$ cat config.mk
export PLATFORM = sky130hd
export DESIGN_NAME = nbc_round_cell
export DESIGN_NICKNAME = d
export VERILOG_FILES = /design/src/hw/rtl/nbc_pkg.sv /design/src/hw/rtl/nbc_round_cell.sv
export SDC_FILE = /design/constraint.sdc
export NUM_CORES = 1
export LEC_CHECK = 0
export BUFFER_PORTS_ARGS = -buffer_cell sky130_fd_sc_hd__buf_2
export CAP_MARGIN = 25
export CORE_MARGIN = 2
export CORE_UTILIZATION = 30
export DETAILED_ROUTE_END_ITERATION = 6
export PLACE_DENSITY = 0.63
export RECOVER_POWER = 25
export SLEW_MARGIN = 40
export SYNTH_ARGS = -nofsm -noshare
export SYNTH_HDL_FRONTEND = slang
export SYNTH_SLANG_ARGS = --single-unit
$ cat constraint.sdc
create_clock -name clk -period 0.8 [get_ports clk]
set_input_delay 0.04 -clock clk [delete_from_list [all_inputs] [get_ports clk]]
set_output_delay 0.04 -clock clk [all_outputs]
set_load 0.05 [all_outputs]
$ cat src/hw/rtl/nbc_pkg.sv
// ---------------------------------------------------------------------------
// nbc_pkg: shared types and constants for the NLFSR block cipher
// Round function, nonlinear table and the control bundle passed between cells.
// ---------------------------------------------------------------------------
package nbc_pkg;

	localparam int BLOCK_W = 32;
	localparam int KEY_W   = 32;
	localparam int KIDX_W  = 5;

	// Nonlinear function, indexed by five tap bits
	localparam logic [31:0] NLF_TABLE = 32'h3A5C742E;

	typedef enum logic {
		OP_ENCRYPT = 1'b0,
		OP_DECRYPT = 1'b1
	} op_t;

	// Control that travels alongside each block through the cell row
	typedef struct packed {
		logic valid;
		op_t  op;
	} cell_ctl_t;

	// One round in either direction; kb is the key bit for this round
	function automatic logic [BLOCK_W-1:0] nbc_round(
		input op_t               op,
		input logic [BLOCK_W-1:0] x,
		input logic              kb
	);
		logic [4:0] idx;
		logic       b;
		logic [BLOCK_W-1:0] res;
		if (op == OP_ENCRYPT) begin
			idx = {x[31], x[26], x[20], x[9], x[1]};
			b   = x[0] ^ x[16] ^ NLF_TABLE[idx] ^ kb;
			res = {b, x[BLOCK_W-1:1]};
		end else begin
			idx = {x[30], x[25], x[19], x[8], x[0]};
			b   = x[31] ^ x[15] ^ NLF_TABLE[idx] ^ kb;
			res = {x[BLOCK_W-2:0], b};
		end
		return res;
	endfunction

endpackage

$ cat src/hw/rtl/nbc_round_cell.sv
// ---------------------------------------------------------------------------
// nbc_round_cell: one cipher round with its own output register
// Applies a single round and hands the block to the next cell every cycle.
// ---------------------------------------------------------------------------
module nbc_round_cell #(
	parameter int ROUND = 0
) (
	input  logic                        clk,
	input  logic                        arst_n,
	input  logic [nbc_pkg::KEY_W-1:0]   half_key,
	input  nbc_pkg::cell_ctl_t          ctl_in,
	input  logic [nbc_pkg::BLOCK_W-1:0] blk_in,
	output nbc_pkg::cell_ctl_t          ctl_out,
	output logic [nbc_pkg::BLOCK_W-1:0] blk_out
);
	import nbc_pkg::*;

	// Key bit positions for this round, fixed at elaboration
	localparam logic [KIDX_W-1:0] ENC_KIDX = KIDX_W'(ROUND % KEY_W);
	localparam logic [KIDX_W-1:0] DEC_KIDX = KIDX_W'((15 - (ROUND % KEY_W) + KEY_W) % KEY_W);

	logic              kb;
	logic              valid_q;
	op_t               op_q;
	logic [BLOCK_W-1:0] blk_q;

	assign kb = (ctl_in.op == OP_ENCRYPT) ? half_key[ENC_KIDX] : half_key[DEC_KIDX];

	always_ff @(posedge clk or negedge arst_n) begin
		if (!arst_n) begin
			valid_q <= 1'b0;
		end else begin
			valid_q <= ctl_in.valid;
		end
	end

	// Payload advances every cycle; no reset needed
	always_ff @(posedge clk) begin
		op_q  <= ctl_in.op;
		blk_q <= nbc_round(ctl_in.op, blk_in, kb);
	end

	assign ctl_out.valid = valid_q;
	assign ctl_out.op    = op_q;
	assign blk_out       = blk_q;

endmodule
---- Yosys cells after proc, flatten, opt, wreduce, memory -nomap -nowiden ----
Memories as Yosys holds them, arrays and structs flattened.
Cells that the tools add are included.
storage, ports and cells
  RAM bits ................................ 0
  bits in read-only memories .............. 64
  bits in latches ......................... 0
  input port bits ......................... 68
  register bits ........................... 34
  memories ................................ 2
memory list
  name             words  width  rd ports  clocked after memory_dff  wr ports  RTL line       RTL
  (no name shown)  32     1      1         0                         0         nbc_pkg.sv:40  b = x[31] ^ x[15] ^ NLF_TABLE[idx] ^ kb;
  (no name shown)  32     1      1         0                         0         nbc_pkg.sv:36  b = x[0] ^ x[16] ^ NLF_TABLE[idx] ^ kb;
cells by class
  reduce and logical (&&, ||, !) cells .... 0
  magnitude comparators ................... 2
  shift operators ......................... 0
  add/subtract/negate cells ............... 0
  mux-type cells .......................... 4
  eq/ne operators ......................... 0
  $mul .................................... 0
  div/mod/pow operators ................... 0
  bitwise logic cells ..................... 6
operators with widths
  cell                count
  $mux 32             1
  $lt 5x6->1 const B  2
  $xor 1x1->1         6
  $mux 1              3

---- Logic depth before layout (Yosys ltp) ----
Gate-level depths: netlist (run 1).
  word-level depth ........................ 5
  depth in mapped cells ................... 5
  gate-level depth less buffers ........... 4

---- Least setup slack after synthesis (run 1) ----
No wires, ideal clock.
  kind .................................... input to register
  start point ............................. input ctl_in[0] (netlist bit)
  end point ............................... register blk_q[10] (netlist: blk_out[10])
  library setup time ...................... 0.121 ns
  path buffers ............................ 2
  cell stages on the path ................. 3
  data required time ...................... 0.679 ns
  arrival time ............................ 0.730 ns
  slack ................................... -0.051 ns
  path through ............................ buf_2 > buf_2 > mux2_2
on the way
  longest elaborated chain between the ends .. 1
RTL lines
  element               RTL line              RTL
  start, declared       nbc_round_cell.sv:11  input nbc_pkg::cell_ctl_t ctl_in,
  $mux 32               nbc_pkg.sv:34         if (op == OP_ENCRYPT) begin
  end signal, assigned  nbc_round_cell.sv:40  blk_q <= nbc_round(ctl_in.op, blk_in, kb);
  end, declared         nbc_round_cell.sv:25  logic [BLOCK_W-1:0] blk_q;
Every way passes these cells.

---- Worst setup path in the final report (run 1) ----
  start point ............................. register valid_q
  end point ............................... output ctl_out[1] (netlist bit)
RTL lines
  element                 RTL line              RTL
  start, declared         nbc_round_cell.sv:23  logic valid_q;
  start signal, assigned  nbc_round_cell.sv:33  valid_q <= ctl_in.valid;
  end, declared           nbc_round_cell.sv:13  output nbc_pkg::cell_ctl_t ctl_out,
No word-level cell between the ends.

==> impl_metrics.ini, run 1 <==
[floorplan]
pin_count = 102
die_width_um = 69.4
die_h_um = 69.4
start_util_pct = 31.6
core_area_um2 = 4060
dieArea_um2 = 4820
rows = 23

[run]
drv_cap = 0

[timing]
period_minus_slack_ps = 837
slew_violations = 0
max_freq_mhz = 1190
post-route-period-util_pct = 105
whs_ps = -0.772
worst_pin_slew_ps = 261
slew_headroom_pct = 82.4
rsz0062_at_grt = yes
hold_viol_final = 1
setup_slack_ps = -37.0
setup_viol = 10
setup_tns_ps = -115

[detailed_routing]
avgViaCountPerCell = 4.60
wl_um = 3510
drtIter0Drc = 48
vias = 1151
ant_nets = 0
dr.pass1.iters = 4
drc = 0
detail_route.wl_per_cell_um = 14.0

[power]
clockPowerShare_pct = 27.6
vdd_ir_drop_max_v = 0.00104
p_comb_share_pct = 30.5
power.switching_mw = 1.43
switching_share_pct = 30.8
total_leakage_power_nw = 1.03
p_int_mw = 3.22
p_seq_share_pct = 41.9
powerDensity_nw_per_um2 = 1970

[placed_design]
hpwl_um = 2520
gp_congestion = 0.710
io_buffers = 71
placed_cells = 229

[run_status]
status = complete, but fails checks
violations = negative hold slack, negative setup slack

[synth]
async_flop_share_pct = 2.94
synthTopCellsByCount = 33 x dfxtp_1, 29 x mux2_2, 4 x a31oi_1, 4 x buf_2
synth_cell_type_count = 22
yosys.area.top_type_share_pct = 51.5
synth-seq-cells = 34
synth-edff-count = 0
syn_area_um2 = 1280
syn_avg_cell_area_um2 = 12.6
ys.flop_type = dfxtp_1
yosys_warnings = 0
yosysSeqAreaShare_pct = 53.4
syn_nets = 170
yosysTopAreaCell = dfxtp_1
synth_area_leaders = dfxtp_1 51%, mux2_2 25%, a31oi_1 1.9%
synthCells = 102
synth.most_common_cell = dfxtp_1

[cts]
cts_buffers = 5
path_clk_slew_ps = 60
htreeDepth = 2
clock-root-buffer = clkbuf_8
cts_tree = built
post_cts_buffers = 0
clockBufferDepth = 2
cts_sinks = 34

[min_path]
hold_class = in -> reg

[global_routing]
grt_pass1_vias = 1287
grt_usage_pct = 14.8
antenna_found_initial = 0
grt_max_degree = 30
grt-ovfl-total = 0
grt_pass1_wl_um = 5570

[layout]
final_util_pct = 58.2
drive_gt1_share_pct = 76.5
fin_nets = 267
num_antenna_cells = 0
final_cells = 250
area_growth_pct = 83.8
fillers = 338

[worst_setup_path]
crit_buf_inv = 1
cp_max_fo = 1
crit_chain = buf_6
crit_required_ps = 760
crit_family = flip-flops
crit_arrival_ps = 800
critPathSlowestCell = dfrtp_1
crit_path_start_kind = flop
critPathMaxStageDelay_ps = 370
critPathCaptureType = output pin
path_class = reg -> out
-- power by group through the flow --
stage	Combinational, mW	Sequential (mW)	Clock [mW]
after detailed placement	1.12	1.90	0
after global placement	1.09	1.90	0
after CTS	1.38	1.93	1.31
after global routing	1.48	1.96	1.41
after floorplan	0.283	2.39	0
final	1.42	1.95	1.29
-- kinds of logic (layout without fill, tap and decap cells) --
logic type	after synthesis	count (layout)	synth area share (%)
simple gates	16	16	8.97
xor+xnor	4	4	2.73
mux	29	29	25.4
flops	34	34	53.4
compound gates	11	11	6.14
buf+inv	8	106	3.31
-- repair_timing --
item                                    in CTS  in global routing
hold buffers                                17                  0
endpoints found under the setup margin      34                 40
gates resized for setup                    108                 18
hold endpoints to repair                    23                  0
-- cells in the final DEF (no fill, tap or decap), types with 2 or more instances in the layout --
master,n
nor3b_1,2
buf_8,24
o31ai_2,2
nor2_1,3
buf_6,10
clkbuf_8,6
dfxtp_2,33
a31oi_1,4
dlygate4sd3_1,17
buf_2,32
xor2_1,2
nor2b_1,2
mux2_2,29
inv_1,2
and4_4,2
buf_4,11
nor4b_2,2
xnor2_1,2
o21ai_0,3
nand2_1,3
clkbuf_1,2
-- worst paths after layout --
| kind | start | end | slack, ps | cells past startpoint |
|---|---|---|---|---|
| min in group asynchronous | arst_n | valid_q$_DFF_PN0_ | 60 | 2 |
| hold / removal | blk_in[4] | blk_out[3]$_DFF_P_ | -0.8 | 2 |
| max in group asynchronous | arst_n | valid_q$_DFF_PN0_ | 660 | 2 |
| setup / recovery | valid_q$_DFF_PN0_ | ctl_out[1] | -40 | 1 |
-- metal layers --
metal	GRT usage, %	wire length [um]	up-vias
li1	-	-	563
met1	13.6	1230	526
met2	28.4	1940	56
met3	5.52	280	6
met4	6.97	69	0
met5	0	0	-
-- sequential cells by signal (all words and copies together) (netlist names) --
name	flops
blk_out	32
op_q	1
valid_q	1
-- metrics by stage --
step / cell area [um^2] / power (mW) / worst slack (ps)
after floorplan: 1280 / 2.67 / -51.1
after global placement: 1770 / 2.99 / -173
after detailed placement: 1770 / 3.02 / -264
after CTS: 2310 / 4.63 / -47.0
after global routing: 2360 / 4.85 / -60.6
final: 2360 / 4.65 / -37.0
-- area by class of cell --
| class | instances | area [um^2] | area share [%] |
|---|---|---|---|
| well taps | 50 | 62.6 | 2.65 |
| flip-flops and latches | 34 | 727 | 30.8 |
| multi-input cells | 60 | 562 | 23.8 |
| clock buffers | 7 | 86.3 | 3.66 |
| repair buffers | 96 | 910 | 38.5 |
| clock inverters | 1 | 5.00 | 0.212 |
| inverters | 2 | 7.51 | 0.318 |
No activity file was read; power rests on OpenSTA's default activity.
==> run 2, diff against run 1 <==
--- a/config.mk
+++ b/config.mk
@@ -8,9 +8,9 @@
 export BUFFER_PORTS_ARGS = -buffer_cell sky130_fd_sc_hd__buf_2
 export CAP_MARGIN = 25
 export CORE_MARGIN = 2
-export CORE_UTILIZATION = 30
+export CORE_UTILIZATION = 38
 export DETAILED_ROUTE_END_ITERATION = 6
-export PLACE_DENSITY = 0.63
+export PLACE_DENSITY = 0.77
 export RECOVER_POWER = 25
 export SLEW_MARGIN = 40
 export SYNTH_ARGS = -nofsm -noshare
==> run 2 against run 1 <==
The run ends with negative setup slack left. Worst setup slack got worse by 74 ps. Critical path depth unchanged. Hold slack improved by 4.1 ps. Combinational power about the same. Clock power decreased by 22%. Non-clock buffer count increased by 10. Via count increased by 6.1%. Utilization increased by 14 points. Power decreased by 5.7%.
==> impl_metrics.ini, run 2 (synthesized netlist as in run 1, its figures left out) <==
[min_path]
hold_class = in -> reg
whs_path_depth = 3
hold_start = blk_in[1]
holdPathEnd = blk_out[0]$_DFF_P_

[detailed_routing]
wl_um = 4010
ant_nets = 0
dr.pass1.iters = 4
avgViaCountPerCell = 4.77
vias = 1221
drtIter0Drc = 58
drc = 0
detail_route.wl_per_cell_um = 15.6

[run]
drv_cap = 0

[timing]
setup_viol = 44
max_freq_mhz = 1100
setup_slack_ps = -111
whs_ps = 3.29
post-route-period-util_pct = 114
slew_headroom_pct = 56.0
worst_pin_slew_ps = 659
period_minus_slack_ps = 911
hold_viol_final = 0
slew_violations = 0
setup_tns_ps = -2680
rsz0062_at_grt = yes

[floorplan]
core_area_um2 = 3280
dieArea_um2 = 3860
start_util_pct = 39.1
pin_count = 102
die_h_um = 62.1
die_width_um = 62.1
rows = 21

[cts]
post_cts_buffers = 0
cts_tree = built
cts_sinks = 34
path_clk_slew_ps = 110
clockBufferDepth = 2
clock-root-buffer = clkbuf_4
cts_buffers = 5
htreeDepth = 2

[global_routing]
grt_max_degree = 23
grt_pass1_wl_um = 6200
grt_pass1_vias = 1277
grt-ovfl-total = 0
antenna_found_initial = 0
grt_usage_pct = 21.4

[power]
vdd_ir_drop_max_v = 0.000892
powerDensity_nw_per_um2 = 1840
total_leakage_power_nw = 1.04

[worst_setup_path]
critPathMaxStageDelay_ps = 390
cp_max_fo = 1
crit_arrival_ps = 870
crit_required_ps = 760
crit_path_start_kind = flop
path_class = reg -> out
crit_family = flip-flops
critPathSlowestCell = dfrtp_1
crit_buf_inv = 1
critPathCaptureType = output pin
crit_chain = buf_6

[layout]
fin_nets = 277
final_cell_mix = 34 x buf_2, 33 x dfxtp_2, 29 x mux2_2, 26 x dlygate4sd3_1, 18 x buf_8
largest_reg_flops = 32
final_common_cell = buf_2
fillers = 201
final_cells = 256
area_growth_pct = 85.6
num_antenna_cells = 0
drive_gt1_share_pct = 71.9
final_util_pct = 72.5

[placed_design]
gp_congestion = 0.677
placed_cells = 222
io_buffers = 71
hpwl_um = 2420

[run_status]
violations = negative setup slack
status = complete, but fails checks
## run 2: layout make-up
cell class                 count  area (um^2)  area share (%)
timing repair buffer         106          968            40.7
sequential                    34          727            30.5
multi-input combinational     60          562            23.6
tap                           46         57.6            2.42
clock buffer                   7         55.1            2.31
inverter                       2         7.51           0.315
clock inverter                 1         5.00           0.210
## run 2: tightest hold or removal path, stage by stage
cell and delay, ps:
buf_2 150, nand2_1 80, o31ai_2 50
## run 2: how the worst max path moves through the flow
stage | start | endpoint | slack (ps) | depth (start not counted)
after floorplan | ctl_in[0] | blk_out[10]$_DFF_P_ | -50 | 3
after global placement | blk_in[26] | blk_out[31]$_DFF_P_ | -160 | 5
after detailed placement | blk_in[9] | blk_out[31]$_DFF_P_ | -250 | 5
after CTS | valid_q$_DFF_PN0_ | ctl_out[1] | -110 | 1
after global routing | valid_q$_DFF_PN0_ | ctl_out[1] | -140 | 1
final | valid_q$_DFF_PN0_ | ctl_out[1] | -110 | 1
## run 2: per-layer routing
metal / GRT usage, % / vias up / wire length (um)
li1: - / 580 / -
met1: 20.1 / 579 / 1410
met4: 10.0 / 0 / 147
met3: 5.98 / 13 / 197
met2: 42.0 / 49 / 2250
met5: 0 / - / 0
## run 2: stage by stage
step | power, mW | instance area (um^2) | setup WS [ps]
6_report | 4.39 | 2380 | -111
5_1_grt | 4.55 | 2380 | -144
3_3_place_gp | 2.98 | 1750 | -156
3_5_place_dp | 3.02 | 1750 | -250
2_1_floorplan | 2.67 | 1280 | -51.1
4_1_cts | 4.34 | 2360 | -108
## run 2: timing repair
action                                  in CTS  in global routing
hold buffers                                26                  0
resized for setup                          110                 10
endpoints found under the setup margin      34                 35
endpoints found under the hold margin       32                  0
pin swaps                                    0                  0
## run 2: where the power goes
group          switching [mW]  total, mW  internal [mW]
logic                   0.777       1.45          0.669
clock network           0.574       1.00          0.426
registers              0.0820       1.94           1.86
total                    1.43       4.39           2.96
==> run 3, diff against run 2 <==
--- a/config.mk
+++ b/config.mk
@@ -7,7 +7,6 @@
 export LEC_CHECK = 0
 export BUFFER_PORTS_ARGS = -buffer_cell sky130_fd_sc_hd__buf_2
 export CAP_MARGIN = 25
-export CORE_MARGIN = 2
 export CORE_UTILIZATION = 38
 export DETAILED_ROUTE_END_ITERATION = 6
 export PLACE_DENSITY = 0.77
==> constraint.sdc (replaced) <==
create_clock -name clk -period 0.8 [get_ports clk]
set_input_delay 0.04 -clock clk [delete_from_list [all_inputs] [get_ports clk]]
set_output_delay 0.04 -clock clk [all_outputs]
set_load 0.02 [all_outputs]
==> run 3 against run 2 <==
The flow still finishes with violations (negative setup slack). Highest routed layer unchanged. Largest power group unchanged. Hold slack gained 5.4 ps. Fmax rose by 3.2%. Die area is 6.3% lower. Critical path type unchanged. Sequential power about the same. Worst setup slack better by 28 ps. Clock-buffer cell count unchanged.
==> impl_metrics.ini, run 3 (synthesized netlist as in run 1, its figures left out) <==
[run_status]
status = complete, but fails checks
violations = negative setup slack

[layout]
fillers = 216
area_growth_pct = 80.2
drive_gt1_share_pct = 74.5
fin_nets = 279
final_util_pct = 74.0
final_common_cell = buf_2
final_cells = 256
largest_reg_flops = 32
final_cell_mix = 36 x buf_2, 34 x buf_6, 33 x dfxtp_2, 29 x mux2_2, 23 x dlygate4sd3_1
design_area_um2 = 2310
num_antenna_cells = 0

[floorplan]
core_area_um2 = 3130
pin_count = 102
die_h_um = 60.1
dieArea_um2 = 3610
die_width_um = 60.1
rows = 20
start_util_pct = 41.0

[cts]
cts_buffers = 5
clockBufferDepth = 2
cts_sinks = 34
path_clk_slew_ps = 110
cts_tree = built
clock-root-buffer = clkbuf_4
post_cts_buffers = 0
htreeDepth = 2

[global_routing]
grt_pass1_vias = 1193
top_usage_layer = met2
grtUsageMet1_pct = 20.8
grt-ovfl-total = 0
antenna_found_initial = 0
grt_usage_pct = 21.0
met2_usage_pct = 39.2
grt_pass1_wl_um = 5310
grt_util_met3_pct = 4.98
grt_max_degree = 21

[power]
total_leakage_power_nw = 1.04
powerDensity_nw_per_um2 = 1710
vdd_ir_drop_max_v = 0.00124

[timing]
slew_headroom_pct = 69.9
setup_slack_ps = -82.8
hold_viol_final = 0
post-route-period-util_pct = 110
max_freq_mhz = 1130
rsz0062_at_grt = yes
whs_ps = 8.72
slew_violations = 0
setup_viol = 34
worst_pin_slew_ps = 452
period_minus_slack_ps = 883

[detailed_routing]
dr.pass1.iters = 4
detail_route.wl_per_cell_um = 14.1
ant_nets = 0
wl_um = 3600
avgViaCountPerCell = 4.61
vias = 1181
drc = 0
drtIter0Drc = 37

[placed_design]
gp_congestion = 0.871
dpl_cell_area_um2 = 1790
hpwl_um = 2390
io_buffers = 71
placed_cells = 225

[worst_setup_path]
critPathMaxStageDelay_ps = 390
crit_required_ps = 760
crit_path_start_kind = flop
crit_family = flip-flops
crit_chain = buf_6
cp_max_fo = 1
critPathSlowestCell = dfrtp_1
crit_arrival_ps = 840
critPathCaptureType = output pin
crit_buf_inv = 1
path_class = reg -> out

[min_path]
hold_class = in -> reg
whs_path_depth = 3
holdPathEnd = blk_out[31]$_DFF_P_
hold_start = blk_in[30]

[run]
drv_cap = 0
==> run 3: repair_timing <==
action                                  CTS  global route
hold endpoints to repair                 32             0
hold buffers                             23             0
pin swaps                                 0             0
resized for setup                       101             0
endpoints found under the setup margin   34            34
==> run 3: cell type report <==
class | instances | area [um^2] | share of cell area (%)
sequential | 34 | 727 | 31.4
inverter | 2 | 7.51 | 0.324
multi-input combinational | 60 | 551 | 23.8
clock inverter | 1 | 5.00 | 0.216
clock buffer | 7 | 55.1 | 2.38
tap | 44 | 55.1 | 2.38
timing repair buffer | 108 | 913 | 39.5
==> run 3: through the flow <==
| stage | total power [mW] | setup WS, ps | TNS (ps) |
|---|---|---|---|
| finish | 3.96 | -82.8 | -702 |
| global route | 4.14 | -123 | -1800 |
| CTS | 3.99 | -103 | -1180 |
| detailed placement | 2.71 | -241 | -711 |
| global placement | 2.68 | -165 | -306 |
| floorplan | 2.35 | -51.1 | -1210 |
==> run 3: per-layer routing <==
metal,vias up,routed length (um)
met2,55,1910
met4,0,95
met3,9,212
li1,584,-
met1,533,1390
met5,-,0
==> run 3: report_power, final <==
part | total, mW | internal [mW] | switching [mW]
registers | 1.93 | 1.86 | 0.0669
clock network | 0.988 | 0.426 | 0.563
logic | 1.05 | 0.608 | 0.441
==> run 3: worst max path at each step <==
stage                      startpoint             endpoint  slack, ps  cells after the start
floorplan                   ctl_in[0]  blk_out[10]$_DFF_P_        -50                      3
global placement           blk_in[26]  blk_out[31]$_DFF_P_       -160                      5
detailed placement         blk_in[26]  blk_out[31]$_DFF_P_       -240                      5
CTS                 valid_q$_DFF_PN0_           ctl_out[1]       -100                      1
global route        valid_q$_DFF_PN0_           ctl_out[1]       -120                      1
finish              valid_q$_DFF_PN0_           ctl_out[1]        -80                      1
